===== config.mk =====
export PLATFORM = sky130hd
export DESIGN_NAME = ascii_command_frame_checker_unit
export DESIGN_NICKNAME = d
export VERILOG_FILES = /design/src/rtl/core/acfc_pkg.sv /design/src/rtl/core/acfc_hex_parser.sv /design/src/rtl/core/acfc_line_tracker.sv /design/src/rtl/core/ascii_command_frame_checker_unit.sv
export SDC_FILE = /design/constraint.sdc
export NUM_CORES = 1
export LEC_CHECK = 0
export ABC_AREA = 1
export BUFFER_PORTS_ARGS = -buffer_cell sky130_fd_sc_hd__buf_2
export CAP_MARGIN = 25
export CELL_PAD_IN_SITES_DETAIL_PLACEMENT = 2
export CELL_PAD_IN_SITES_GLOBAL_PLACEMENT = 2
export CORE_ASPECT_RATIO = 1.1
export CORE_UTILIZATION = 31
export DETAILED_ROUTE_END_ITERATION = 10
export PLACE_DENSITY_LB_ADDON = 0.25
export SLEW_MARGIN = 15
export SYNTH_ARGS = -nofsm -noshare
export SYNTH_HDL_FRONTEND = slang
export SYNTH_SLANG_ARGS = --single-unit

===== constraint.sdc =====
create_clock -name clk -period 2.8 [get_ports clk]
set_input_delay 0.14 -clock clk [delete_from_list [all_inputs] [get_ports clk]]
set_output_delay 0.14 -clock clk [all_outputs]
set_load 0.01 [all_outputs]

===== src/rtl/core/acfc_pkg.sv =====
// acfc_pkg: shared types and constants for the ascii command frame checker
// no dependencies; used by every module in rtl/core
package acfc_pkg;

  // ascii codes the framing logic looks for
  localparam logic [7:0] CharDollar = 8'h24;
  localparam logic [7:0] CharStar   = 8'h2A;
  localparam logic [7:0] CharLf     = 8'h0A;
  localparam logic [7:0] CharCr     = 8'h0D;
  localparam logic [7:0] CharNul    = 8'h00;
  localparam logic [7:0] CharS      = 8'h53;
  localparam logic [7:0] CharA      = 8'h41;
  localparam logic [7:0] CharQ      = 8'h51;

  // result status codes
  localparam logic [1:0] StatusAccepted   = 2'd0;
  localparam logic [1:0] StatusBadFraming = 2'd1;
  localparam logic [1:0] StatusMismatch   = 2'd2;
  localparam logic [1:0] StatusUnknownCmd = 2'd3;

  // decoded command codes
  localparam logic [1:0] CmdSetOne = 2'd0;
  localparam logic [1:0] CmdSetAll = 2'd1;
  localparam logic [1:0] CmdQuery  = 2'd2;
  localparam logic [1:0] CmdOther  = 2'd3;

  // phases of the checksum text reader
  typedef enum logic [2:0] {
    PhBlank  = 3'd0,
    PhSign   = 3'd1,
    PhZero   = 3'd2,
    PhPrefix = 3'd3,
    PhDigits = 3'd4,
    PhDone   = 3'd5
  } hex_phase_t;

  // control from the line tracker to the hex reader
  typedef struct packed {
    logic clear;
    logic feed;
  } hex_ctl_t;

  // one result request
  typedef struct packed {
    logic [1:0] status;
    logic [1:0] command;
    logic [7:0] raw_letter;
    logic [7:0] computed_sum;
    logic [7:0] received_sum;
    logic [6:0] line_length;
  } result_t;

endpackage


===== src/rtl/core/acfc_hex_parser.sv =====
// acfc_hex_parser: reads the checksum text after the star, strtol style, base 16
// depends on acfc_pkg (hex_phase_t, hex_ctl_t, character constants)
module acfc_hex_parser (
  input  logic              clk,
  input  logic              rst,
  input  acfc_pkg::hex_ctl_t ctl,
  input  logic [7:0]        data_byte,
  output logic [7:0]        received_sum
);

  acfc_pkg::hex_phase_t phase, phase_next;
  logic [7:0] value, value_next;
  logic       negative, negative_next;
  logic       is_digit;
  logic [3:0] digit;
  logic       is_blank;

  // hex digit decode
  always_comb begin
    is_digit = 1'b1;
    digit    = 4'd0;
    if (data_byte inside {[8'h30:8'h39]}) begin
      digit = 4'(data_byte - 8'h30);
    end else if (data_byte inside {[8'h61:8'h66]}) begin
      digit = 4'(data_byte - 8'h57);
    end else if (data_byte inside {[8'h41:8'h46]}) begin
      digit = 4'(data_byte - 8'h37);
    end else begin
      is_digit = 1'b0;
    end
    is_blank = data_byte inside {8'h20, 8'h09, 8'h0B, 8'h0C};
  end

  // next phase, value and sign
  always_comb begin
    phase_next    = phase;
    value_next    = value;
    negative_next = negative;
    if (ctl.clear) begin
      phase_next    = acfc_pkg::PhBlank;
      value_next    = 8'd0;
      negative_next = 1'b0;
    end else if (ctl.feed) begin
      if (data_byte == acfc_pkg::CharNul) begin
        phase_next = acfc_pkg::PhDone;
      end else begin
        case (phase)
          acfc_pkg::PhBlank: begin
            if (is_blank) begin
              phase_next = acfc_pkg::PhBlank;
            end else if (data_byte == 8'h2B) begin
              phase_next = acfc_pkg::PhSign;
            end else if (data_byte == 8'h2D) begin
              negative_next = 1'b1;
              phase_next    = acfc_pkg::PhSign;
            end else if (data_byte == 8'h30) begin
              phase_next = acfc_pkg::PhZero;
            end else if (is_digit) begin
              value_next = {value[3:0], digit};
              phase_next = acfc_pkg::PhDigits;
            end else begin
              phase_next = acfc_pkg::PhDone;
            end
          end
          acfc_pkg::PhSign: begin
            if (data_byte == 8'h30) begin
              phase_next = acfc_pkg::PhZero;
            end else if (is_digit) begin
              value_next = {value[3:0], digit};
              phase_next = acfc_pkg::PhDigits;
            end else begin
              phase_next = acfc_pkg::PhDone;
            end
          end
          acfc_pkg::PhZero: begin
            if (data_byte inside {8'h78, 8'h58}) begin
              phase_next = acfc_pkg::PhPrefix;
            end else if (is_digit) begin
              value_next = {value[3:0], digit};
              phase_next = acfc_pkg::PhDigits;
            end else begin
              phase_next = acfc_pkg::PhDone;
            end
          end
          acfc_pkg::PhPrefix, acfc_pkg::PhDigits: begin
            if (is_digit) begin
              value_next = {value[3:0], digit};
              phase_next = acfc_pkg::PhDigits;
            end else begin
              phase_next = acfc_pkg::PhDone;
            end
          end
          default: begin
            phase_next = acfc_pkg::PhDone;
          end
        endcase
      end
    end
  end

  // phase register and value
  always_ff @(posedge clk) begin
    if (rst) begin
      phase    <= acfc_pkg::PhBlank;
      value    <= 8'd0;
      negative <= 1'b0;
    end else begin
      phase    <= phase_next;
      value    <= value_next;
      negative <= negative_next;
    end
  end

  // a minus sign negates modulo 256
  assign received_sum = negative ? 8'(8'd0 - value) : value;

endmodule


===== src/rtl/core/acfc_line_tracker.sv =====
// acfc_line_tracker: per-line framing state, running xor and result build
// depends on acfc_pkg and acfc_hex_parser
module acfc_line_tracker #(
  parameter int LINE_MAX = 128
) (
  input  logic              clk,
  input  logic              rst,
  input  logic              step,
  input  logic [7:0]        data_byte,
  output logic              res_fire,
  output acfc_pkg::result_t result
);

  localparam int CntW  = $clog2(LINE_MAX);
  localparam int WideW = (CntW > 7) ? CntW : 7;

  logic [CntW-1:0] byte_count, byte_count_next;
  logic            starts_with_dollar, starts_with_dollar_next;
  logic [7:0]      cmd_letter, cmd_letter_next;
  logic            star_seen, star_seen_next;
  logic            string_ended, string_ended_next;
  logic [7:0]      running_xor, running_xor_next;

  logic               is_term;
  logic               has_room;
  logic               line_clear;
  acfc_pkg::hex_ctl_t hex_ctl;
  logic [7:0]         hex_sum;
  logic [WideW-1:0]   count_wide;
  logic               framed;

  assign is_term  = (data_byte == acfc_pkg::CharLf) || (data_byte == acfc_pkg::CharCr);
  assign has_room = byte_count < CntW'(LINE_MAX - 1);

  // a terminator or an overflow byte returns the line to reset values
  assign line_clear    = step && (is_term || !has_room);
  assign hex_ctl.clear = line_clear;
  assign hex_ctl.feed  = step && !is_term && has_room && (byte_count != '0) && star_seen;
  assign res_fire      = step && is_term && (byte_count != '0);

  acfc_hex_parser u_hex (
    .clk          (clk),
    .rst          (rst),
    .ctl          (hex_ctl),
    .data_byte    (data_byte),
    .received_sum (hex_sum)
  );

  // store one byte of the line
  always_comb begin
    byte_count_next         = byte_count;
    starts_with_dollar_next = starts_with_dollar;
    cmd_letter_next         = cmd_letter;
    star_seen_next          = star_seen;
    string_ended_next       = string_ended;
    running_xor_next        = running_xor;
    if (line_clear) begin
      byte_count_next         = '0;
      starts_with_dollar_next = 1'b0;
      cmd_letter_next         = 8'd0;
      star_seen_next          = 1'b0;
      string_ended_next       = 1'b0;
      running_xor_next        = 8'd0;
    end else if (step) begin
      byte_count_next = byte_count + 1'b1;
      if (byte_count == '0) begin
        starts_with_dollar_next = (data_byte == acfc_pkg::CharDollar);
      end else begin
        if (byte_count == CntW'(1)) begin
          cmd_letter_next = data_byte;
        end
        if (!star_seen && !string_ended) begin
          if (data_byte == acfc_pkg::CharNul) begin
            string_ended_next = 1'b1;
          end else if (data_byte == acfc_pkg::CharStar) begin
            star_seen_next = 1'b1;
          end else begin
            running_xor_next = running_xor ^ data_byte;
          end
        end
      end
    end
  end

  always_ff @(posedge clk) begin
    if (rst) begin
      byte_count         <= '0;
      starts_with_dollar <= 1'b0;
      cmd_letter         <= 8'd0;
      star_seen          <= 1'b0;
      string_ended       <= 1'b0;
      running_xor        <= 8'd0;
    end else begin
      byte_count         <= byte_count_next;
      starts_with_dollar <= starts_with_dollar_next;
      cmd_letter         <= cmd_letter_next;
      star_seen          <= star_seen_next;
      string_ended       <= string_ended_next;
      running_xor        <= running_xor_next;
    end
  end

  // result fields from the state before the terminator
  assign count_wide = WideW'(byte_count);
  assign framed     = starts_with_dollar && star_seen;

  always_comb begin
    case (cmd_letter)
      acfc_pkg::CharS: result.command = acfc_pkg::CmdSetOne;
      acfc_pkg::CharA: result.command = acfc_pkg::CmdSetAll;
      acfc_pkg::CharQ: result.command = acfc_pkg::CmdQuery;
      default:         result.command = acfc_pkg::CmdOther;
    endcase
    result.raw_letter   = cmd_letter;
    result.line_length  = count_wide[6:0];
    result.computed_sum = framed ? running_xor : 8'd0;
    result.received_sum = framed ? hex_sum : 8'd0;
    if (!framed) begin
      result.status = acfc_pkg::StatusBadFraming;
    end else if (hex_sum != running_xor) begin
      result.status = acfc_pkg::StatusMismatch;
    end else if (result.command == acfc_pkg::CmdOther) begin
      result.status = acfc_pkg::StatusUnknownCmd;
    end else begin
      result.status = acfc_pkg::StatusAccepted;
    end
  end

endmodule


===== src/rtl/core/ascii_command_frame_checker_unit.sv =====
// Pipeline: a terminator is taken into the byte register, and its result request
// is then captured in the result register, where it is held until taken.
// Throughput: one byte per cycle; the byte register and the result register
// stall only while a result request is held and not taken.
// Reset: synchronous rst clears both valid flags and all line state, with the
// hex reader back in its blank skipping phase.
// depends on acfc_pkg and acfc_line_tracker
module ascii_command_frame_checker_unit #(
  parameter int LINE_MAX = 128
) (
  input  logic       clk,
  input  logic       rst,
  input  logic       in_valid,
  output logic       in_ready,
  input  logic [7:0] data_byte,
  output logic       out_valid,
  input  logic       out_ready,
  output logic [1:0] status,
  output logic [1:0] command,
  output logic [7:0] raw_letter,
  output logic [7:0] computed_sum,
  output logic [7:0] received_sum,
  output logic [6:0] line_length
);

  logic              byte_valid;
  logic [7:0]        byte_q;
  logic              advance;
  logic              step;
  logic              res_fire;
  acfc_pkg::result_t res_next;
  acfc_pkg::result_t res_q;

  // the pipe moves whenever the result register is free or being emptied
  assign advance  = !out_valid || out_ready;
  assign in_ready = !byte_valid || advance;
  assign step     = byte_valid && advance;

  // input register
  always_ff @(posedge clk) begin
    if (rst) begin
      byte_valid <= 1'b0;
    end else if (in_ready) begin
      byte_valid <= in_valid;
    end
  end

  always_ff @(posedge clk) begin
    if (in_ready && in_valid) begin
      byte_q <= data_byte;
    end
  end

  acfc_line_tracker #(
    .LINE_MAX (LINE_MAX)
  ) u_tracker (
    .clk       (clk),
    .rst       (rst),
    .step      (step),
    .data_byte (byte_q),
    .res_fire  (res_fire),
    .result    (res_next)
  );

  // result register
  always_ff @(posedge clk) begin
    if (rst) begin
      out_valid <= 1'b0;
    end else if (advance) begin
      out_valid <= res_fire;
    end
  end

  always_ff @(posedge clk) begin
    if (advance && res_fire) begin
      res_q <= res_next;
    end
  end

  assign status       = res_q.status;
  assign command      = res_q.command;
  assign raw_letter   = res_q.raw_letter;
  assign computed_sum = res_q.computed_sum;
  assign received_sum = res_q.received_sum;
  assign line_length  = res_q.line_length;

`ifndef SYNTHESIS
  // bad framing reports both sums as zero
  a_bad_framing_sums : assert property (@(posedge clk) disable iff (rst)
    out_valid && status == acfc_pkg::StatusBadFraming |->
      computed_sum == 8'd0 && received_sum == 8'd0)
    else $error("bad framing request carries nonzero sums");

  // a mismatch request really has differing sums
  a_mismatch_differs : assert property (@(posedge clk) disable iff (rst)
    out_valid && status == acfc_pkg::StatusMismatch |-> computed_sum != received_sum)
    else $error("mismatch request with equal sums");

  // accepted and unknown-command requests passed the checksum
  a_good_sum_equal : assert property (@(posedge clk) disable iff (rst)
    out_valid && (status == acfc_pkg::StatusAccepted ||
                  status == acfc_pkg::StatusUnknownCmd) |->
      computed_sum == received_sum)
    else $error("checksum-good request with differing sums");

  // accepted requests always carry a known command
  a_accepted_known_cmd : assert property (@(posedge clk) disable iff (rst)
    out_valid && status == acfc_pkg::StatusAccepted |-> command != acfc_pkg::CmdOther)
    else $error("accepted request with unknown command");
`endif

endmodule

==> metrics <==
max-cap violations 0; cells along the critical path ha_1, inv_1, nor2_1, o21ai_4, nand2_2, a21oi_2, buf_4, inv_2, a21oi_1; core area between 10000 and 15000 sq um; number of flops mapped to enable cells by yosys 43; WS Path Type reg -> reg; htree depth 3; sum of overflow across all layers after global routing 0; count of clock tree sinks slightly above 80; worst path setup slack after routing slightly above 0.6 ns; total track usage 0.183; ratio of cells with drive above 1 in the final layout 0.185; setup slack at placement between 0.6 and 0.7 ns; number of DRC violations after detailed routing 0; total via count after detailed routing about 3400; starting density of the core 0.318; signed area change from the synthesized netlist to the final layout 20.5%; Post-Synthesis Cell Area approximately 4000 sq um; largest net degree at the start of global routing 37; Mapped Cells 469; clock buffer count from CTS 9; Crit. End Element flip-flop; Worst EP required approximately 3.1 ns; total placed cells including tap cells approximately 670; data arrival time at the worst-slack endpoint about 2.5 ns; delay of the slowest critical-path stage approximately 0.54 ns; Fin Clk Skew about 0.011 ns; count of cells along the worst register-to-register path 9; count of unique library cells instantiated by Yosys 35; DRT antenna net count 0; Ports around 50; Yosys top cell by area edfxtp_1; Slowest cell on crit path edfxtp_1; flip-flop and latch count after synthesis just over 80; instance area after placement 4420 sq um; maximum buffer depth of the clock tree 2; type of origin of the critical path flip-flop; run status finished clean; capture instance of the worst register-to-register path u_tracker.byte_count[0]; measured slew at the worst slew-check pin between 0.6 and 0.7 ns; CTS tree done; sum of buffers and inverters on the critical path 3; Synth async-reset ratio 0; number of synthesis warnings 0; Detailed Route WL between 10000 and 15000 um; setup TNS 0 ns; cell row count 43; fin. max-slew vios 0; vias in the first global route between 3000 and 4000; drt pass-1 iters 4; worst-path fanout max 22; vias per inst 4.91; start point of the worst hold path rst; global-route wire length before repair between 15000 and 20000 um; number of antenna violations at the first check in global routing 0; Final HPWL DP approximately 8200 um; width of the chip about 110 um; portion of the post-synthesis area used by sequential elements 0.523; power per standard cell area approximately 570 nW/um^2; Cell Count, Final, Fillers Out slightly below 700; final cell area excluding filler cells between 4000 and 5000 sq um; fraction of post-synthesis cell area in the top cell type by area 0.323; clock transition at the registers of the reported paths roughly 0.07 ns; CTS-repair resized insts 0; endpoint of the worst hold path byte_valid; Mapped Nets approximately 490; most used flip-flop cell after synthesis edfxtp_1; cell with the most instances after synthesis nand2_1; setup repair after global routing missed its margin false; Largest delay share family, worst path buffers and inverters; final setup violating endpoints 0; minimum clock period ~2.2 ns; Crit. Startpoint byte_q[0]; count of filler cells inserted in the layout 1452; start of the worst register-to-register path byte_q[0]; hold-critical path depth 2; worst-case register-to-register setup slack approximately 0.61 ns; overall die area approximately 13000 sq um; clock latency at the later pin of the worst-skew pair 0.34 ns; leading cell types by total area after synthesis edfxtp_1 (32%), dfxtp_1 (20%), nand2_1 (8.2%); overall die height about 120 um; Avg Inst Size Synth 8.53 sq um; count of final hold-check violations 0; root cell of the clock tree clkbuf_16; initial detailed-routing violation count 107; average wire per cell in the routed design roughly 16 um; hold slack final 0.00783 ns; highest clock frequency the design can meet around 460 MHz; port bufs between 40 and 50; final core utilization 0.383; number of nets at the end of the flow between 500 and 600; Post-CTS Hold Fix Bufs 8; antenna cell count 0; post-CTS setup buffer count 0; final weighted congestion in routability-driven placement around 0.84; most instantiated cells after synthesis nand2_1 (87), inv_1 (58), nor2_1 (57), nand3_1 (48), edfxtp_1 (43); post-route clock period utilization 0.784; Worst slew margin 0.556; Peak supply drop 0.313 mV; Pleak ~1.8 nW; Min-Delay Path Class in -> reg; Overall Power between 2 and 3 mW
-- routing by layer --
metal	up-vias	wire length, um	part of all wire	GRT usage
met5	-	0	0	0
met4	0	131	0.012	0.0493
met3	9	393	0.035	0.0263
met2	50	5650	0.51	0.320
met1	1667	5000	0.45	0.232
li1	1677	-	-	-
-- worst register-to-register path: stages (launching register included) --
cell,delay [ns]
edfxtp_1,0.54
ha_1,0.29
inv_1,0.08
nor2_1,0.08
o21ai_4,0.21
nand2_2,0.11
a21oi_2,0.13
buf_4,0.28
inv_2,0.22
a21oi_1,0.18
-- power breakdown --
group          total [mW]  switching [mW]  internal [mW]
Combinational       0.136          0.0866         0.0490
Clock                1.29           0.514          0.777
Sequential           1.32          0.0323           1.29
-- logic make-up after synthesis --
kind of cell,after synthesis,synth area share
simple gates,234,0.271
fa+ha+maj,8,0.0250
xor+xnor,11,0.0241
flops,83,0.523
compound gates,60,0.0826
buf+inv,73,0.0744
-- cell usage in the layout (no fill, tap or decap), drive strengths merged --
cell type    netlist  routed
nor4               2       2
nand3             49      49
nand4             12      12
o21a               1       1
dfxtp             40      40
o31ai              1       1
o21ai             21      21
nand2             93      93
edfxtp            43      43
nor2              70      70
o22ai              1       1
ha                 8       8
dlygate4sd3        0       8
a31oi              1       1
xnor2              2       2
nand3b             2       2
o41ai              1       1
nor3               6       6
clkinvlp           0       1
inv               65      67
clkbuf             1      12
bufinv             0       1
a31o               1       1
buf                7      51
xor2               9       9
a21oi             33      33
-- worst max path at each step --
stage / endpoint / cells past startpoint
final: u_tracker.byte_count[0] / 9
after global routing: u_tracker.running_xor[0] / 10
after CTS: u_tracker.byte_count[0] / 9
after detailed placement: received_sum[5] / 7
after global placement: u_tracker.u_hex.value[3] / 11
after floorplan: command[0] / 6
-- flip-flops by register name, summed over array words and instances (netlist names), 3 cells and up --
name	flops
byte_q	8
computed_sum	8
raw_letter	8
received_sum	8
u_tracker.cmd_letter	8
u_tracker.running_xor	8
u_tracker.u_hex.value	8
line_length	7
u_tracker.byte_count	7
u_tracker.u_hex.phase	3
-- layout make-up --
class	instances	area [sq um]	area share
sequential	83	2090	0.434
multi-input combinational	313	1620	0.336
timing repair buffer	59	343	0.0712
clock buffer	12	268	0.0556
inverter	65	246	0.0512
tap	157	196	0.0408
clock inverter	4	55.1	0.0114
No activity file was read; power rests on OpenSTA's default activity.
